[src/rtl/sdeb_pkg.sv]
`timescale 1ns / 1ps

package sdeb_pkg;

    // Default counter widths handed to the top level parameters.
    localparam int TIMER_BITS_DEF = 16;
    localparam int AGREE_BITS_DEF = 8;

    // Configuration port geometry.
    localparam int CFG_IDX_W  = 2;
    localparam int CFG_DATA_W = 16;

    // Fixed field widths.
    localparam int INTERVAL_W = 16;
    localparam int DELAY_W    = 16;
    localparam int REQ_W      = 8;
    localparam int TICKS_W    = 16;

    // Register indexes.
    localparam logic [CFG_IDX_W-1:0] CFG_SAMPLE_INTERVAL = 2'd0;
    localparam logic [CFG_IDX_W-1:0] CFG_HOLD_DELAY      = 2'd1;
    localparam logic [CFG_IDX_W-1:0] CFG_REQUIRED_AGREE  = 2'd2;

    // Register reset values.
    localparam logic [INTERVAL_W-1:0] SAMPLE_INTERVAL_RST = 16'd10;
    localparam logic [DELAY_W-1:0]    HOLD_DELAY_RST      = 16'd50;
    localparam logic [REQ_W-1:0]      REQUIRED_AGREE_RST  = 8'd3;

    // Current configuration as seen by the debounce core.
    typedef struct packed {
        logic [INTERVAL_W-1:0] sample_interval;
        logic [DELAY_W-1:0]    hold_delay;
        logic [REQ_W-1:0]      required_agreements;
    } t_cfg;

    // One result beat.
    typedef struct packed {
        logic               debounced_level;
        logic               rising_edge;
        logic               falling_edge;
        logic [TICKS_W-1:0] ticks_since_change;
    } t_result;

endpackage

[src/rtl/sdeb_cfg.sv]
`timescale 1ns / 1ps

module sdeb_cfg
    import sdeb_pkg::*;
(
    input  logic                  i_clk,
    input  logic                  i_rst_n,
    input  logic                  i_cfg_valid,
    input  logic [CFG_IDX_W-1:0]  i_cfg_index,
    input  logic [CFG_DATA_W-1:0] i_cfg_data,
    output t_cfg                  o_cfg
);

    t_cfg r_cfg;
    t_cfg n_cfg;

    // Decode the write; an index past the register list is dropped.
    always_comb begin
        n_cfg = r_cfg;
        if (i_cfg_valid) begin
            unique case (i_cfg_index)
                CFG_SAMPLE_INTERVAL: n_cfg.sample_interval     = i_cfg_data;
                CFG_HOLD_DELAY:      n_cfg.hold_delay          = i_cfg_data;
                CFG_REQUIRED_AGREE:  n_cfg.required_agreements = i_cfg_data[REQ_W-1:0];
                default:             n_cfg = r_cfg;
            endcase
        end
    end

    always_ff @(posedge i_clk) begin
        if (!i_rst_n) begin
            r_cfg.sample_interval     <= SAMPLE_INTERVAL_RST;
            r_cfg.hold_delay          <= HOLD_DELAY_RST;
            r_cfg.required_agreements <= REQUIRED_AGREE_RST;
        end else begin
            r_cfg <= n_cfg;
        end
    end

    assign o_cfg = r_cfg;

endmodule

[src/rtl/sdeb_core.sv]
`timescale 1ns / 1ps

module sdeb_core
    import sdeb_pkg::*;
#(
    parameter int TIMER_BITS = TIMER_BITS_DEF,
    parameter int AGREE_BITS = AGREE_BITS_DEF
)
(
    input  logic    i_clk,
    input  logic    i_rst_n,
    input  logic    i_step,
    input  logic    i_raw_level,
    input  t_cfg    i_cfg,
    output t_result o_result
);

    // Compare widths cover both the counter and the register it meets.
    localparam int TW = (TIMER_BITS > INTERVAL_W) ? TIMER_BITS : INTERVAL_W;
    localparam int AW = (AGREE_BITS > REQ_W) ? AGREE_BITS : REQ_W;
    localparam logic [TW-1:0] TICKS_MAX = TW'({TICKS_W{1'b1}});

    logic [TIMER_BITS-1:0] r_ticks_since_sample, n_ticks_since_sample;
    logic [TIMER_BITS-1:0] r_change_timer, n_change_timer;
    logic [AGREE_BITS-1:0] r_agree_count, n_agree_count;
    logic                  r_last_sample, n_last_sample;
    logic                  r_stable_level, n_stable_level;

    logic [TIMER_BITS-1:0] sample_inc;
    logic [TIMER_BITS-1:0] timer_inc;
    logic [AGREE_BITS-1:0] agree_inc;
    logic                  sample_hit;
    logic                  differs;
    logic                  accept_level;

    // Saturating advances of the two tick counters and the agreement count.
    assign sample_inc = (r_ticks_since_sample == '1) ? r_ticks_since_sample
                                                     : r_ticks_since_sample + 1'b1;
    assign timer_inc  = (r_change_timer == '1) ? r_change_timer : r_change_timer + 1'b1;
    assign agree_inc  = (r_agree_count == '1) ? r_agree_count : r_agree_count + 1'b1;

    assign sample_hit = TW'(sample_inc) >= TW'(i_cfg.sample_interval);
    assign differs    = i_raw_level != r_last_sample;

    // Sample, track agreement and decide on the debounced level.
    always_comb begin
        n_ticks_since_sample = sample_hit ? '0 : sample_inc;
        n_change_timer       = (sample_hit && differs) ? '0 : timer_inc;
        n_last_sample        = (sample_hit && differs) ? i_raw_level : r_last_sample;
        if (sample_hit) begin
            n_agree_count = differs ? '0 : agree_inc;
        end else begin
            n_agree_count = r_agree_count;
        end
        accept_level   = sample_hit
                         && (TW'(n_change_timer) > TW'(i_cfg.hold_delay))
                         && (AW'(n_agree_count) >= AW'(i_cfg.required_agreements));
        n_stable_level = accept_level ? i_raw_level : r_stable_level;
    end

    // The stored level doubles as the previous level for edge detection.
    always_comb begin
        o_result.debounced_level    = n_stable_level;
        o_result.rising_edge        = n_stable_level & ~r_stable_level;
        o_result.falling_edge       = ~n_stable_level & r_stable_level;
        o_result.ticks_since_change = (TW'(n_change_timer) > TICKS_MAX)
                                      ? {TICKS_W{1'b1}}
                                      : TICKS_W'(TW'(n_change_timer));
    end

    always_ff @(posedge i_clk) begin
        if (!i_rst_n) begin
            r_ticks_since_sample <= '0;
            r_change_timer       <= '0;
            r_agree_count        <= '0;
            r_last_sample        <= 1'b0;
            r_stable_level       <= 1'b0;
        end else if (i_step) begin
            r_ticks_since_sample <= n_ticks_since_sample;
            r_change_timer       <= n_change_timer;
            r_agree_count        <= n_agree_count;
            r_last_sample        <= n_last_sample;
            r_stable_level       <= n_stable_level;
        end
    end

endmodule

[src/rtl/sampled_debouncer_with_edges_top.sv]
`timescale 1ns / 1ps

// Switch debouncer driven by one input beat per millisecond tick. Every
// sample interval the raw level is sampled; the debounced level follows it
// only once the time since the last sampled change exceeds the debounce delay
// and enough agreeing samples have been seen. Each tick beat yields one
// result beat with the debounced level, one-tick rising and falling edge
// flags and the saturating tick count since the last sampled change. The block
// takes one beat per cycle while input stall is low, and each result is
// registered in the output register; a two-entry output buffer (output
// register plus skid register) keeps input beats flowing while a result
// waits, and input stall rises only when both entries are full.
// Configuration writes are always ready and take effect on the next tick.
module sampled_debouncer_with_edges_top
    import sdeb_pkg::*;
#(
    parameter int TIMER_BITS = TIMER_BITS_DEF,
    parameter int AGREE_BITS = AGREE_BITS_DEF
)
(
    input  logic                  i_clk,
    input  logic                  i_rst_n,
    input  logic                  i_in_valid,
    output logic                  o_in_stall,
    input  logic                  i_raw_level,
    output logic                  o_out_valid,
    input  logic                  i_out_stall,
    output logic                  o_debounced_level,
    output logic                  o_rising_edge,
    output logic                  o_falling_edge,
    output logic [TICKS_W-1:0]    o_ticks_since_change,
    input  logic                  i_cfg_valid,
    output logic                  o_cfg_ready,
    input  logic [CFG_IDX_W-1:0]  i_cfg_index,
    input  logic [CFG_DATA_W-1:0] i_cfg_data
);

    t_cfg    cfg;
    t_result result;
    logic    in_fire;
    logic    out_free;

    logic    r_out_valid;
    t_result r_out;
    logic    r_skid_valid;
    t_result r_skid;

    assign o_cfg_ready = 1'b1;

    sdeb_cfg u_cfg (
        .i_clk       (i_clk),
        .i_rst_n     (i_rst_n),
        .i_cfg_valid (i_cfg_valid),
        .i_cfg_index (i_cfg_index),
        .i_cfg_data  (i_cfg_data),
        .o_cfg       (cfg)
    );

    sdeb_core #(
        .TIMER_BITS (TIMER_BITS),
        .AGREE_BITS (AGREE_BITS)
    ) u_core (
        .i_clk       (i_clk),
        .i_rst_n     (i_rst_n),
        .i_step      (in_fire),
        .i_raw_level (i_raw_level),
        .i_cfg       (cfg),
        .o_result    (result)
    );

    // Input is taken whenever the skid entry is empty.
    assign o_in_stall = r_skid_valid;
    assign in_fire    = i_in_valid && !r_skid_valid;
    assign out_free   = !r_out_valid || !i_out_stall;

    // Output register fed from the skid entry first, then from the core.
    always_ff @(posedge i_clk) begin
        if (!i_rst_n) begin
            r_out_valid  <= 1'b0;
            r_skid_valid <= 1'b0;
        end else if (out_free) begin
            r_out_valid  <= r_skid_valid || in_fire;
            r_skid_valid <= 1'b0;
        end else if (in_fire) begin
            r_skid_valid <= 1'b1;
        end
    end

    always_ff @(posedge i_clk) begin
        if (out_free) begin
            r_out <= r_skid_valid ? r_skid : result;
        end else if (in_fire) begin
            r_skid <= result;
        end
    end

    assign o_out_valid          = r_out_valid;
    assign o_debounced_level    = r_out.debounced_level;
    assign o_rising_edge        = r_out.rising_edge;
    assign o_falling_edge       = r_out.falling_edge;
    assign o_ticks_since_change = r_out.ticks_since_change;

endmodule

[config.mk]
export PLATFORM = sky130hd
export DESIGN_NAME = sampled_debouncer_with_edges_top
export DESIGN_NICKNAME = d
export VERILOG_FILES = /design/src/rtl/sdeb_pkg.sv /design/src/rtl/sdeb_cfg.sv /design/src/rtl/sdeb_core.sv /design/src/rtl/sampled_debouncer_with_edges_top.sv
export SDC_FILE = /design/constraint.sdc
export NUM_CORES = 1
export LEC_CHECK = 0
export BUFFER_PORTS_ARGS = -buffer_cell sky130_fd_sc_hd__buf_2
export CORE_ASPECT_RATIO = 1.5
export CORE_MARGIN = 2
export CORE_UTILIZATION = 55
export DETAILED_ROUTE_END_ITERATION = 10
export PLACE_DENSITY_LB_ADDON = 0.1
export SKIP_LAST_GASP = 1
export SYNTH_ARGS = -nofsm -noshare
export SYNTH_HDL_FRONTEND = slang
export SYNTH_SLANG_ARGS = --single-unit
export TNS_END_PERCENT = 10
[constraint.sdc]
create_clock -name i_clk -period 5.7 [get_ports i_clk]
set_input_delay 1.71 -clock i_clk [delete_from_list [all_inputs] [get_ports i_clk]]
set_output_delay 1.71 -clock i_clk [all_outputs]
set_load 0.01 [all_outputs]
== Yosys cells after proc, flatten, opt, wreduce, memory -nomap -nowiden ==
Cells that the tools add are included.

* Register bits: 122
* Input bits: 24
* Output and inout bits: 22

* Add/subtract/negate cells: 3
* $lt $le $gt $ge: 4
* Eq/ne operators: 6
* Mux-type cells: 10
* Bitwise logic cells: 6
* Reduce and logical (&&, ||, !) cells: 16

{| class="wikitable"
|+ Operators with widths
! kind !! count
|-
| 2-to-1 mux 16 bit || 5
|-
| adder 16 x 1 -> 16 bit, second input constant || 2
|-
| equality test 16 bit, second input constant || 2
|-
| 2-to-1 mux 8 bit || 3
|-
| 2-to-1 mux 19 bit || 1
|-
| >= comparator 16 bit || 1
|-
| > comparator 16 bit || 1
|-
| > comparator 16 bit, second input constant || 1
|-
| AND reduction 2 bit || 5
|-
| adder 8 x 1 -> 8 bit, second input constant || 1
|-
| equality test 8 bit, second input constant || 1
|-
| >= comparator 8 bit || 1
|-
| logical AND 1 bit || 4
|-
| NOT 1 bit || 4
|-
| logical NOT 1 bit || 3
|-
| AND 1 bit || 2
|-
| equality test 2 x 1 -> 1 bit, second input constant || 1
|-
| equality test 2 bit, second input constant || 1
|-
| logical NOT 2 bit || 1
|-
| logical OR 1 bit || 2
|-
| OR reduction 2 bit || 1
|-
| 2-to-1 mux 1 bit || 1
|-
| != test 1 bit || 1
|}

== Longest topological paths before layout ==
Gate-level depths: netlist (run 1).

* Depth in word-level cells: 12
* Depth in mapped cells: 22

== Cells and area by module ==
Synthesis (run 1) repeated with hierarchy kept, for this count alone.

* Cell total of the unflattened synthesis: 738
* Area, all modules: 6950.4 µm²

{| class="wikitable"
|+ Modules (own cells, without submodules)
! module !! instances !! cells each !! area an instance (µm²)
|-
| sdeb_core || 1 || 516 || 3920.0
|-
| sdeb_cfg || 1 || 153 || 1559.0
|-
| sampled_debouncer_with_edges_top || 1 || 69 || 1471.4
|}

== Worst setup path before layout (run 1) ==
No wires, ideal clock.

* Path kind: reg-to-reg
* Start point: reg u_core.r_ticks_since_sample[0]
* End point: reg r_out, in the netlist o_debounced_level (data pin)
* Library setup time: 270 ps
* Arrival time: 4789 ps
* Required time: 5430 ps
* Slack: 641 ps
* Stages on the path, launching flop included: 22
* Cells stage by stage: dfxtp_1 -> ha_1 -> nand4_1 -> or4_1 -> clkbuf_1 -> nand4_1 -> xnor2_1 -> ha_1 -> o21ai_0 -> a211oi_1 -> a32oi_2 -> a21oi_2 -> buf_2 -> buf_2 -> nor2_1 -> ha_1 -> nor2b_1 -> o211ai_1 -> a2111o_1 -> and4_1 -> o41ai_1 -> a31oi_1

* Word-level cells in the longest chain between the ends: 10
* Elaborated cells on any way between the ends: 13
* Classes of those cells: 1 x add/sub; 3 x order compare; 1 x eq/ne; 5 x mux; 3 x reduce/logical

{| class="wikitable"
|+ RTL lines
! element !! line !! source
|-
| start: declaration || sdeb_core.sv:23 || <nowiki>logic [TIMER_BITS-1:0] r_ticks_since_sample, n_ticks_since_sample;</nowiki>
|-
| start signal: assignment || sdeb_core.sv:79 || <nowiki>r_ticks_since_sample <= n_ticks_since_sample;</nowiki>
|-
| adder 16 x 1 -> 16 bit / equality test 16 bit (equally long branches) || sdeb_core.sv:38, sdeb_core.sv:37 ||
|-
| 2-to-1 mux 16 bit * || sdeb_core.sv:37 || <nowiki>assign sample_inc = (r_ticks_since_sample == '1) ? r_ticks_since_sample</nowiki>
|-
| >= comparator 16 bit * || sdeb_core.sv:42 || <nowiki>assign sample_hit = TW'(sample_inc) >= TW'(i_cfg.sample_interval);</nowiki>
|-
| logical AND 1 bit || sdeb_core.sv:48 || <nowiki>n_change_timer = (sample_hit && differs) ? '0 : timer_inc;</nowiki>
|-
| 2-to-1 mux 16 bit || sdeb_core.sv:48 ||
|-
| > comparator 16 bit || sdeb_core.sv:56 || <nowiki>&& (TW'(n_change_timer) > TW'(i_cfg.hold_delay))</nowiki>
|-
| logical AND 1 bit || sdeb_core.sv:56 ||
|-
| logical AND 1 bit * || sdeb_core.sv:57 || <nowiki>&& (AW'(n_agree_count) >= AW'(i_cfg.required_agreements));</nowiki>
|-
| 2-to-1 mux 1 bit * || sdeb_core.sv:58 || <nowiki>n_stable_level = accept_level ? i_raw_level : r_stable_level;</nowiki>
|-
| 2-to-1 mux 19 bit * || sampled_debouncer_with_edges_top.sv:91 || <nowiki>r_out <= r_skid_valid ? r_skid : result;</nowiki>
|-
| end signal: assignment || sampled_debouncer_with_edges_top.sv:91 ||
|-
| end: declaration || sampled_debouncer_with_edges_top.sv:44 || <nowiki>t_result r_out;</nowiki>
|}

Mark *: on every way between the ends. The rest lies on a longest branch, timed or not.
A chain may end at the register's enable or synchronous reset.

== Final worst setup path (run 1) ==
* Start point: reg u_core.r_ticks_since_sample[1]
* End point: reg r_out, in the netlist o_debounced_level (data pin)

Same word-level chain as after synthesis.

==> results.json, run 1 <==
{
  "syn_area_mm2": 0.00667,
  "synth.distinct_cells": 70,
  "ff2ff_setup_slack_ns": 0.15,
  "nets": 882,
  "timing.fmax_mhz": 180,
  "tightest_slew_ns": 1.03,
  "p_int_w": 0.00166,
  "seqPwrFrac_pct": 42.7,
  "powerDensity_mw_per_mm2": 280,
  "critical-path-top-delay-family": "compound AO/OA/AOI/OAI gates",
  "critical_path.cell_chain": "ha_2, nand4_1, or4_4, xnor2_2, ha_1, nand2b_1, a2111o_1, a32oi_4, buf_4, and2_2, o21ai_1, ha_1, nor2b_1, o211ai_1, a2111o_1, and4_1, o41ai_2, a31oi_1",
  "grt_first_pass_wirelength_mm": 29.0,
  "gr-total-overflow": 0,
  "yosys.area.top_type": "dfxtp_1",
  "setup_violations": 0,
  "drt_wl_total_mm": 18.7,
  "fin_tns_setup_ns": 0,
  "grt_pass1_vias": 5783,
  "ys_seq_area_share_pct": 42.4,
  "cts.reportedPaths.clkPinSlew_ns": 0.06,
  "startpoint_type": "register",
  "hold_class": "reg -> reg",
  "ys_seq_elements": 122,
  "synthCells": 771,
  "core_area_mm2": 0.0119,
  "dieHeight_um": 139,
  "synth_edf_count": 38,
  "insertion_delay_ns": 0.42,
  "dp_hpwl_mm": 13.4,
  "cap_violations": 0,
  "port_buffers": 44,
  "worstSetupPathType": "reg -> reg",
  "vias": 5926,
  "layout-drive-gt1-share_pct": 15.3,
  "syn-num-nets": 838,
  "yosysWarningCount": 0,
  "period_share_pct": 97.4,
  "first_pass_iters": 5,
  "gp_congestion": 0.974,
  "synth-async-reset-ratio_pct": 0,
  "slowest_delay_ns": 0.56,
  "max-slew-margin-rel_pct": 30.7,
  "die_w_um": 93.9,
  "cp_data_arrival_time_ns": 5.70,
  "grt_use_total_pct": 28.8,
  "synthFlopType": "dfxtp_1",
  "yosysTopAreaCellShare_pct": 25.2,
  "fp.dieArea_mm2": 0.0130,
  "drt_iter0_drc": 383,
  "p_leak_nw": 3.16,
  "ant_nets": 0,
  "report.final.slew_viol_count": 0,
  "regArea_mm2": 0.00283,
  "required_ns": 5.85,
  "rows": 49,
  "multi_input_area_mm2": 0.00359,
  "initial_core_util_pct": 56.0,
  "fillers": 1007,
  "drc": 0,
  "routed_via_density": 6.04,
  "clock-sinks": 122,
  "root_buffer": "clkbuf_16",
  "hold_buffers": 0,
  "worstPathBufferInverterCount": 1,
  "wl_per_cell_um": 19.0,
  "worst_setup_path_end_kind": "register",
  "hold-worst-slack_ns": 0.458,
  "avgSynthCellArea_um2": 8.64,
  "p_switching_w": 0.000522,
  "grt_max_degree": 65,
  "numCtsBuffers": 17,
  "ctsHtreeMaxLevel": 4,
  "skew_ns": 0.00630,
  "p_sw_share_pct": 24.0,
  "diodes": 0,
  "fin_crit_ns": 5.55,
  "clockPowerShare_pct": 50.3,
  "hold_viol_final": 0,
  "status": "finished clean",
  "antenna_found_initial": 0,
  "cpMaxStageDelayCell": "or4_4",
  "ir_drop_mv": 0.203,
  "io_pins": 46,
  "cp_max_fo": 7,
  "cts_tree": "yes",
  "areaGrowthSynthToFinish_pct": 16.8,
  "yosys-top-cells-area": "dfxtp_1 (25%), edfxtp_1 (17%), ha_1 (8.1%), nand2_1 (7.0%), a21oi_1 (5.4%)",
  "clock_path_buffers": 2,
  "p_comb_share_pct": 7.1
}
[cells in the final DEF (no fill, tap or decap), drive strengths merged, types with 3 or more instances in the layout]
| master | n |
|---|---|
| nor4 | 8 |
| bufinv | 3 |
| nor3 | 14 |
| a21oi | 74 |
| and4 | 5 |
| nand2b | 7 |
| and3 | 14 |
| buf | 66 |
| o31ai | 16 |
| mux2 | 3 |
| dfxtp | 84 |
| nor2 | 46 |
| inv | 50 |
| clkinv | 7 |
| a32o | 3 |
| nor2b | 3 |
| xor2 | 7 |
| ha | 43 |
| nand2 | 125 |
| o21a | 5 |
| edfxtp | 38 |
| a21o | 7 |
| nand4 | 17 |
| a211oi | 10 |
| o211ai | 6 |
| o21ai | 28 |
| nand3 | 29 |
| clkinvlp | 3 |
| xnor2 | 16 |
| and2 | 4 |
| a31oi | 10 |
| or4 | 7 |
| mux2i | 9 |
| clkbuf | 18 |
[power groups by stage]
| stage | Sequential (W) | Clock [W] | Combinational, W |
|---|---|---|---|
| after global routing | 0.000933 | 0.00114 | 0.000168 |
| final | 0.000931 | 0.00110 | 0.000154 |
| after floorplan | 0.000952 | 0 | 0.0000870 |
| after detailed placement | 0.000949 | 0 | 0.000147 |
| after global placement | 0.000948 | 0 | 0.000144 |
| after CTS | 0.000931 | 0.00110 | 0.000149 |
[state kept, by name (all words and copies together) (netlist names), 8 cells and up]
register                     flops
u_cfg.o_cfg                     40
r_skid                          19
o_ticks_since_change            16
u_core.r_change_timer           16
u_core.r_ticks_since_sample     16
u_core.r_agree_count             8
[synth_stat cells (all sizes together), types with 3 or more instances]
master and number:
a211oi 10, a21o 7, a21oi 73, a31oi 10, a32o 3, and2 4, and3 14, and4 5
buf 15, clkbuf 27, dfxtp 84, edfxtp 38, ha 43, inv 48, mux2 3, mux2i 9
nand2 125, nand2b 7, nand3 29, nand4 17, nor2 46, nor2b 3, nor3 14, nor4 8
o211ai 6, o21a 5, o21ai 28, o31ai 16, or4 7, xnor2 16, xor2 7
[what timing repair did]
action,CTS,global route
setup buffers,0,5
resized for setup,6,16
gates cloned,0,1
pin swaps,0,7
setup endpoints to repair,6,7
[worst register-to-register path, cell delays in order, from the launching register on]
cell      delay (ns)
dfxtp_1         0.39
ha_2            0.24
nand4_1         0.25
or4_4           0.56
xnor2_2         0.24
ha_1            0.27
nand2b_1        0.16
a2111o_1        0.46
a32oi_4         0.36
buf_4           0.22
and2_2          0.25
o21ai_1         0.20
ha_1            0.28
nor2b_1         0.13
o211ai_1        0.09
a2111o_1        0.39
and4_1          0.23
o41ai_2         0.42
a31oi_1         0.15
[cell families after synthesis]
| kind of cell | share of synthesized area, % |
|---|---|
| AO/OA/AOI/OAI | 18.2 |
| XOR/XNOR | 3.02 |
| adder cells (fa/ha/maj) | 8.07 |
| buffers and inverters | 5.37 |
| flip-flops | 42.4 |
| multiplexers | 1.86 |
| other | 0.0563 |
| AND/OR/NAND/NOR | 21.1 |
[routing by layer]
metal	part of all wire [%]	vias to the layer above	track usage [%]
li1	-	2869	-
met2	52	204	50.9
met1	36	2777	30.2
met4	6.9	0	20.4
met3	4.3	76	4.62
met5	0	-	0
[stage by stage]
step | worst slack [ns] | instance area, um^2 | instances | utilization, % | total power, W
2_1_floorplan | 0.641 | 6670 | 771 | - | 0.00104
3_3_place_gp | -0.0744 | 7040 | 943 | 59.2 | 0.00109
3_5_place_dp | -0.248 | 7040 | 943 | 59.2 | 0.00110
4_1_cts | 0.0416 | 7660 | 975 | 64.4 | 0.00218
5_1_grt | -0.0800 | 7780 | 981 | 65.4 | 0.00224
6_report | 0.148 | 7780 | 981 | 65.4 | 0.00218
[cell type report]
cell class | count | share of cell area, %
flip-flops and latches | 122 | 36.3
multi-input cells | 559 | 46.2
inverters | 49 | 2.36
repair buffers | 66 | 4.95
clock inverters | 14 | 2.20
well taps | 153 | 2.46
clock buffers | 18 | 5.51
[final timing paths]
kind                                               startpoint                      endpoint  depth (start not counted)
setup / recovery  u_core.r_ticks_since_sample[1]$_SDFFE_PN0P_   o_debounced_level$_DFFE_PP_                         18
hold / removal                   u_cfg.o_cfg[28]$_SDFFE_PN0P_  u_cfg.o_cfg[28]$_SDFFE_PN0P_                          2
setup reg to reg  u_core.r_ticks_since_sample[1]$_SDFFE_PN0P_   o_debounced_level$_DFFE_PP_                         18
hold reg to reg                  u_cfg.o_cfg[28]$_SDFFE_PN0P_  u_cfg.o_cfg[28]$_SDFFE_PN0P_                          2
No activity file was read; power rests on OpenSTA's default activity.
==> run 2: changes to the inputs <==
--- a/config.mk
+++ b/config.mk
@@ -5,7 +5,7 @@
 export SDC_FILE = /design/constraint.sdc
 export NUM_CORES = 1
 export LEC_CHECK = 0
-export BUFFER_PORTS_ARGS = -buffer_cell sky130_fd_sc_hd__buf_2
+export BUFFER_PORTS_ARGS = -buffer_cell sky130_fd_sc_hd__clkbuf_2
 export CORE_ASPECT_RATIO = 1.5
 export CORE_MARGIN = 2
 export CORE_UTILIZATION = 55
==> results.json, run 2 (synthesis results as in run 1) <==
{
  "dp_cells": 948,
  "multi_input_area_mm2": 0.00352,
  "fin_cells": 980,
  "required_ns": 5.85,
  "cp_max_fo": 7,
  "p_total_w": 0.00222,
  "cts_tree": "yes",
  "regArea_mm2": 0.00282,
  "grt_first_pass_wirelength_mm": 29.0,
  "ant_nets": 0,
  "period_share_pct": 94.7,
  "drt_wl_total_mm": 18.5,
  "ctsHtreeMaxLevel": 4,
  "layout-drive-gt1-share_pct": 14.3,
  "initial_core_util_pct": 56.0,
  "ir_drop_mv": 0.200,
  "first_pass_iters": 6,
  "io_pins": 46,
  "grt_use_total_pct": 29.0,
  "gr-total-overflow": 0,
  "drc": 0,
  "dieHeight_um": 139,
  "numCtsBuffers": 17,
  "p_leak_nw": 3.13,
  "antenna_found_initial": 0,
  "hold-worst-slack_ns": 0.458,
  "worst_setup_path_end_kind": "register",
  "largest_reg_flops": 40,
  "tightest_slew_ns": 1.00,
  "hold_viol_final": 0,
  "cap_violations": 0,
  "mostFrequentLayoutCells": "nand2_1 (124), dfxtp_1 (84), a21oi_1 (71)",
  "dp_hpwl_mm": 13.8,
  "clock_path_buffers": 2,
  "core_area_mm2": 0.0119,
  "insertion_delay_ns": 0.42,
  "fp.dieArea_mm2": 0.0130,
  "areaGrowthSynthToFinish_pct": 16.0,
  "startpoint_type": "register",
  "hold_class": "reg -> reg",
  "routed_via_density": 6.02,
  "root_buffer": "clkbuf_16",
  "nets": 881,
  "timing.fmax_mhz": 185,
  "fillers": 1048,
  "grt_max_degree": 39,
  "gp_congestion": 0.898,
  "max-slew-margin-rel_pct": 33.0,
  "fin_tns_setup_ns": 0,
  "rsz0062_at_grt": "no",
  "grt_pass1_vias": 5779,
  "skew_ns": 0.0104,
  "cp_data_arrival_time_ns": 5.55,
  "status": "finished clean",
  "drt_iter0_drc": 302,
  "powerDensity_mw_per_mm2": 288,
  "diodes": 0,
  "clock-sinks": 122,
  "report.final.slew_viol_count": 0,
  "vias": 5895,
  "setup_violations": 0,
  "worstSetupPathType": "reg -> reg",
  "port_buffers": 44,
  "fin_crit_ns": 5.40,
  "layout_commonest_cell": "nand2_1",
  "cts.reportedPaths.clkPinSlew_ns": 0.06,
  "wl_per_cell_um": 18.9,
  "die_w_um": 93.9,
  "rows": 49
}
==> run 2: where the power goes <==
group / internal (W) / switching, W / leakage [nW] / total [W]
Sequential: 0.000919 / 0.0000115 / 1.07 / 0.000931
Clock: 0.000731 / 0.000408 / 0.297 / 0.00114
Combinational: 0.0000517 / 0.000101 / 1.76 / 0.000153
Total: 0.00170 / 0.000521 / 3.13 / 0.00222
==> run 2: stage by stage <==
step | worst slack, ns | util, % | area [um^2]
finish | 0.304 | 65.0 | 7730
global route | 0.0210 | 65.0 | 7730
CTS | 0.0278 | 64.7 | 7690
detailed placement | 0.0390 | 59.5 | 7070
global placement | 0.234 | 59.5 | 7070
floorplan | 0.641 | - | 6670
==> run 2: cell type report <==
cell class,count,area share [%]
multi-input cells,558,45.6
flip-flops and latches,122,36.5
clock buffers,17,5.50
repair buffers,66,4.99
clock inverters,15,2.54
well taps,153,2.48
inverters,49,2.38
==> run 2: layer usage <==
metal / vias up / GRT usage [%] / part of all wire, %
met3: 61 / 5.16 / 4.2
met4: 0 / 16.6 / 5.3
met2: 196 / 52.5 / 54
met1: 2778 / 30.7 / 37
met5: - / 0 / 0
li1: 2860 / - / -
==> run 2: repair_timing <==
action	CTS	global route
buffers inserted	0	0
gates resized for setup	0	7
hold buffers	0	0
endpoints found under the setup margin	0	7
==> run 2: path summary, 6_finish.rpt <==
check / start / slack (ns) / endpoint / cells after the start
setup / recovery: u_core.r_ticks_since_sample[1]$_SDFFE_PN0P_ / 0.30 / o_debounced_level$_DFFE_PP_ / 18
hold / removal: u_cfg.o_cfg[14]$_SDFFE_PN0P_ / 0.46 / u_cfg.o_cfg[14]$_SDFFE_PN0P_ / 2
setup reg to reg: u_core.r_ticks_since_sample[1]$_SDFFE_PN0P_ / 0.30 / o_debounced_level$_DFFE_PP_ / 18
hold reg to reg: u_cfg.o_cfg[14]$_SDFFE_PN0P_ / 0.46 / u_cfg.o_cfg[14]$_SDFFE_PN0P_ / 2
==> run 2: critical path: stages (launching register included) <==
cell and delay, ns:
dfxtp_1 0.39, ha_1 0.27, nand4_1 0.23, or4_4 0.60
xnor2_1 0.16, ha_1 0.26, nand2b_1 0.14, a2111o_1 0.43
a32oi_2 0.31, buf_4 0.20, and2_1 0.26, o21ai_0 0.30
ha_1 0.29, nor2b_1 0.11, o211ai_1 0.09, a2111o_1 0.38
and4_1 0.21, o41ai_2 0.38, a31oi_1 0.12
==> run 3: changes to the inputs <==
--- a/config.mk
+++ b/config.mk
@@ -9,6 +9,7 @@
 export CORE_ASPECT_RATIO = 1.5
 export CORE_MARGIN = 2
 export CORE_UTILIZATION = 55
+export CTS_CLUSTER_SIZE = 20
 export DETAILED_ROUTE_END_ITERATION = 10
 export PLACE_DENSITY_LB_ADDON = 0.1
 export SKIP_LAST_GASP = 1
==> constraint.sdc (replaced) <==
create_clock -name i_clk -period 4.9 [get_ports i_clk]
set_input_delay 1.47 -clock i_clk [delete_from_list [all_inputs] [get_ports i_clk]]
set_output_delay 1.47 -clock i_clk [all_outputs]
set_load 0.01 [all_outputs]
==> results.json, run 3 (synthesis results as in run 1) <==
{
  "mostFrequentLayoutCells": "nand2_1 (123), buf_4 (94), dfxtp_1 (81)",
  "use_met3_pct": 5.54,
  "p_leak_nw": 3.65,
  "hold-worst-slack_ns": 0.463,
  "nets": 965,
  "largest_reg_flops": 40,
  "numCtsBuffers": 17,
  "cts.reportedPaths.clkPinSlew_ns": 0.06,
  "vias": 6462,
  "routed_via_density": 6.07,
  "powerDensity_mw_per_mm2": 298,
  "first_pass_iters": 5,
  "cp_common_cell": "nand2_1",
  "insertion_delay_ns": 0.42,
  "ant_nets": 0,
  "hp-start": "u_cfg.o_cfg[11]$_SDFFE_PN0P_",
  "r2r-start": "u_core.r_ticks_since_sample[1]$_SDFFE_PN0P_",
  "status": "complete, but fails checks",
  "core_area_mm2": 0.0119,
  "critPathLaunch": "u_core.r_ticks_since_sample[1]$_SDFFE_PN0P_",
  "drc": 0,
  "die_w_um": 93.9,
  "antenna_found_initial": 0,
  "grt_first_pass_wirelength_mm": 31.2,
  "dp_hpwl_mm": 14.6,
  "drt_iter0_drc": 332,
  "required_ns": 5.21,
  "setup_ws_ns": -0.116,
  "gp_congestion": 0.921,
  "gr-total-overflow": 0,
  "tightest_slew_ns": 0.996,
  "timing.fmax_mhz": 199,
  "hold_buffers": 0,
  "hold_viol_final": 0,
  "fin_tns_setup_ns": -0.409,
  "grt_use_total_pct": 31.0,
  "dieHeight_um": 139,
  "cts_tree": "yes",
  "worstSetupPathType": "reg -> reg",
  "rsz0062_at_grt": "yes",
  "wl_per_cell_um": 19.3,
  "grt-busiest-layer": "met2",
  "areaGrowthSynthToFinish_pct": 31.1,
  "use_met1_pct": 30.6,
  "clock_path_buffers": 2,
  "grt_pass1_vias": 6476,
  "worst_setup_path_end_kind": "register",
  "drt_wl_total_mm": 20.5,
  "layout_commonest_cell": "nand2_1",
  "period_share_pct": 102,
  "critical_path.cell_chain": "ha_4, nand4_1, or4_4, buf_6, nand2_1, nand2_1, ha_1, a2111o_1, a32oi_4, buf_6, nand2_8, a31oi_4, a21oi_2, ha_1, and3_4, nand2_1, o31a_1, a211oi_4, buf_4, a31oi_2, a41o_1",
  "skew_ns": 0.0162,
  "max-slew-margin-rel_pct": 33.3,
  "violations": "setup timing",
  "diodes": 0,
  "met2_usage_pct": 56.5,
  "ctsHtreeMaxLevel": 4,
  "rows": 49,
  "report.final.slew_viol_count": 0,
  "cp_max_fo": 10,
  "slowest_delay_ns": 0.59,
  "ir_drop_mv": 0.250,
  "root_buffer": "clkbuf_16",
  "hold_class": "reg -> reg",
  "cap_violations": 0,
  "fp.dieArea_mm2": 0.0130,
  "setup_violations": 7,
  "initial_core_util_pct": 56.0,
  "io_pins": 46,
  "fin_crit_ns": 5.02,
  "layout-drive-gt1-share_pct": 27.0,
  "cpMaxStageDelayCell": "or4_4",
  "startpoint_type": "register",
  "clock-sinks": 122,
  "cp_data_arrival_time_ns": 5.32,
  "grt_max_degree": 39,
  "port_buffers": 44
}
-- run 3: worst paths after layout --
path	endpoint	slack [ns]	cells after the start
max	u_core.r_stable_level$_SDFFE_PN0P_	-0.12	21
min	u_cfg.o_cfg[11]$_SDFFE_PN0P_	0.46	2
max reg2reg	u_core.r_stable_level$_SDFFE_PN0P_	-0.12	21
min reg2reg	u_cfg.o_cfg[11]$_SDFFE_PN0P_	0.46	2
-- run 3: per-stage QoR --
step	worst slack [ns]	util, %	instance area [um^2]	cells	total power, W
detailed placement	-0.394	63.9	7600	1015	0.00129
finish	-0.116	73.4	8740	1064	0.00261
floorplan	0.0145	-	6700	771	0.00121
CTS	-0.00471	70.9	8440	1051	0.00259
global placement	-0.223	63.9	7600	1015	0.00129
global route	-0.225	73.4	8740	1064	0.00268
-- run 3: layout make-up --
type | instances | area [um^2]
Clock buffer | 21 | 514
Clock inverter | 11 | 115
Fill cell | 875 | 3160
Inverter | 49 | 184
Multi-Input combinational cell | 559 | 3850
Sequential cell | 122 | 2830
Tap cell | 153 | 191
Timing Repair Buffer | 149 | 1050
-- run 3: report_power, final --
part	internal, W	leakage (nW)	switching [W]
Sequential	0.00107	1.08	0.0000140
Clock	0.000815	0.312	0.000496
Combinational	0.0000790	2.26	0.000133
Total	0.00196	3.65	0.000643
-- run 3: routing by layer --
metal	up-vias	wire, um
li1	3029	-
met5	-	0
met2	258	10900
met3	98	843
met4	0	1510
met1	3077	7200
-- run 3: critical path: cells and delay by family (launching register included) --
| family | cells | cell delay, ns |
|---|---|---|
| adders and majority gates | 3 | 0.70 |
| and+or+nand+nor | 7 | 1.26 |
| AOI/OAI and AO/OA | 8 | 2.07 |
| DFF | 1 | 0.35 |
| buffers and inverters | 3 | 0.51 |
-- run 3: what timing repair did --
action | CTS | global route
buffers inserted | 3 | 13
endpoints found under the setup margin | 7 | 7
cloned | 1 | 0
gates resized for setup | 41 | 38
pin swaps | 19 | 36
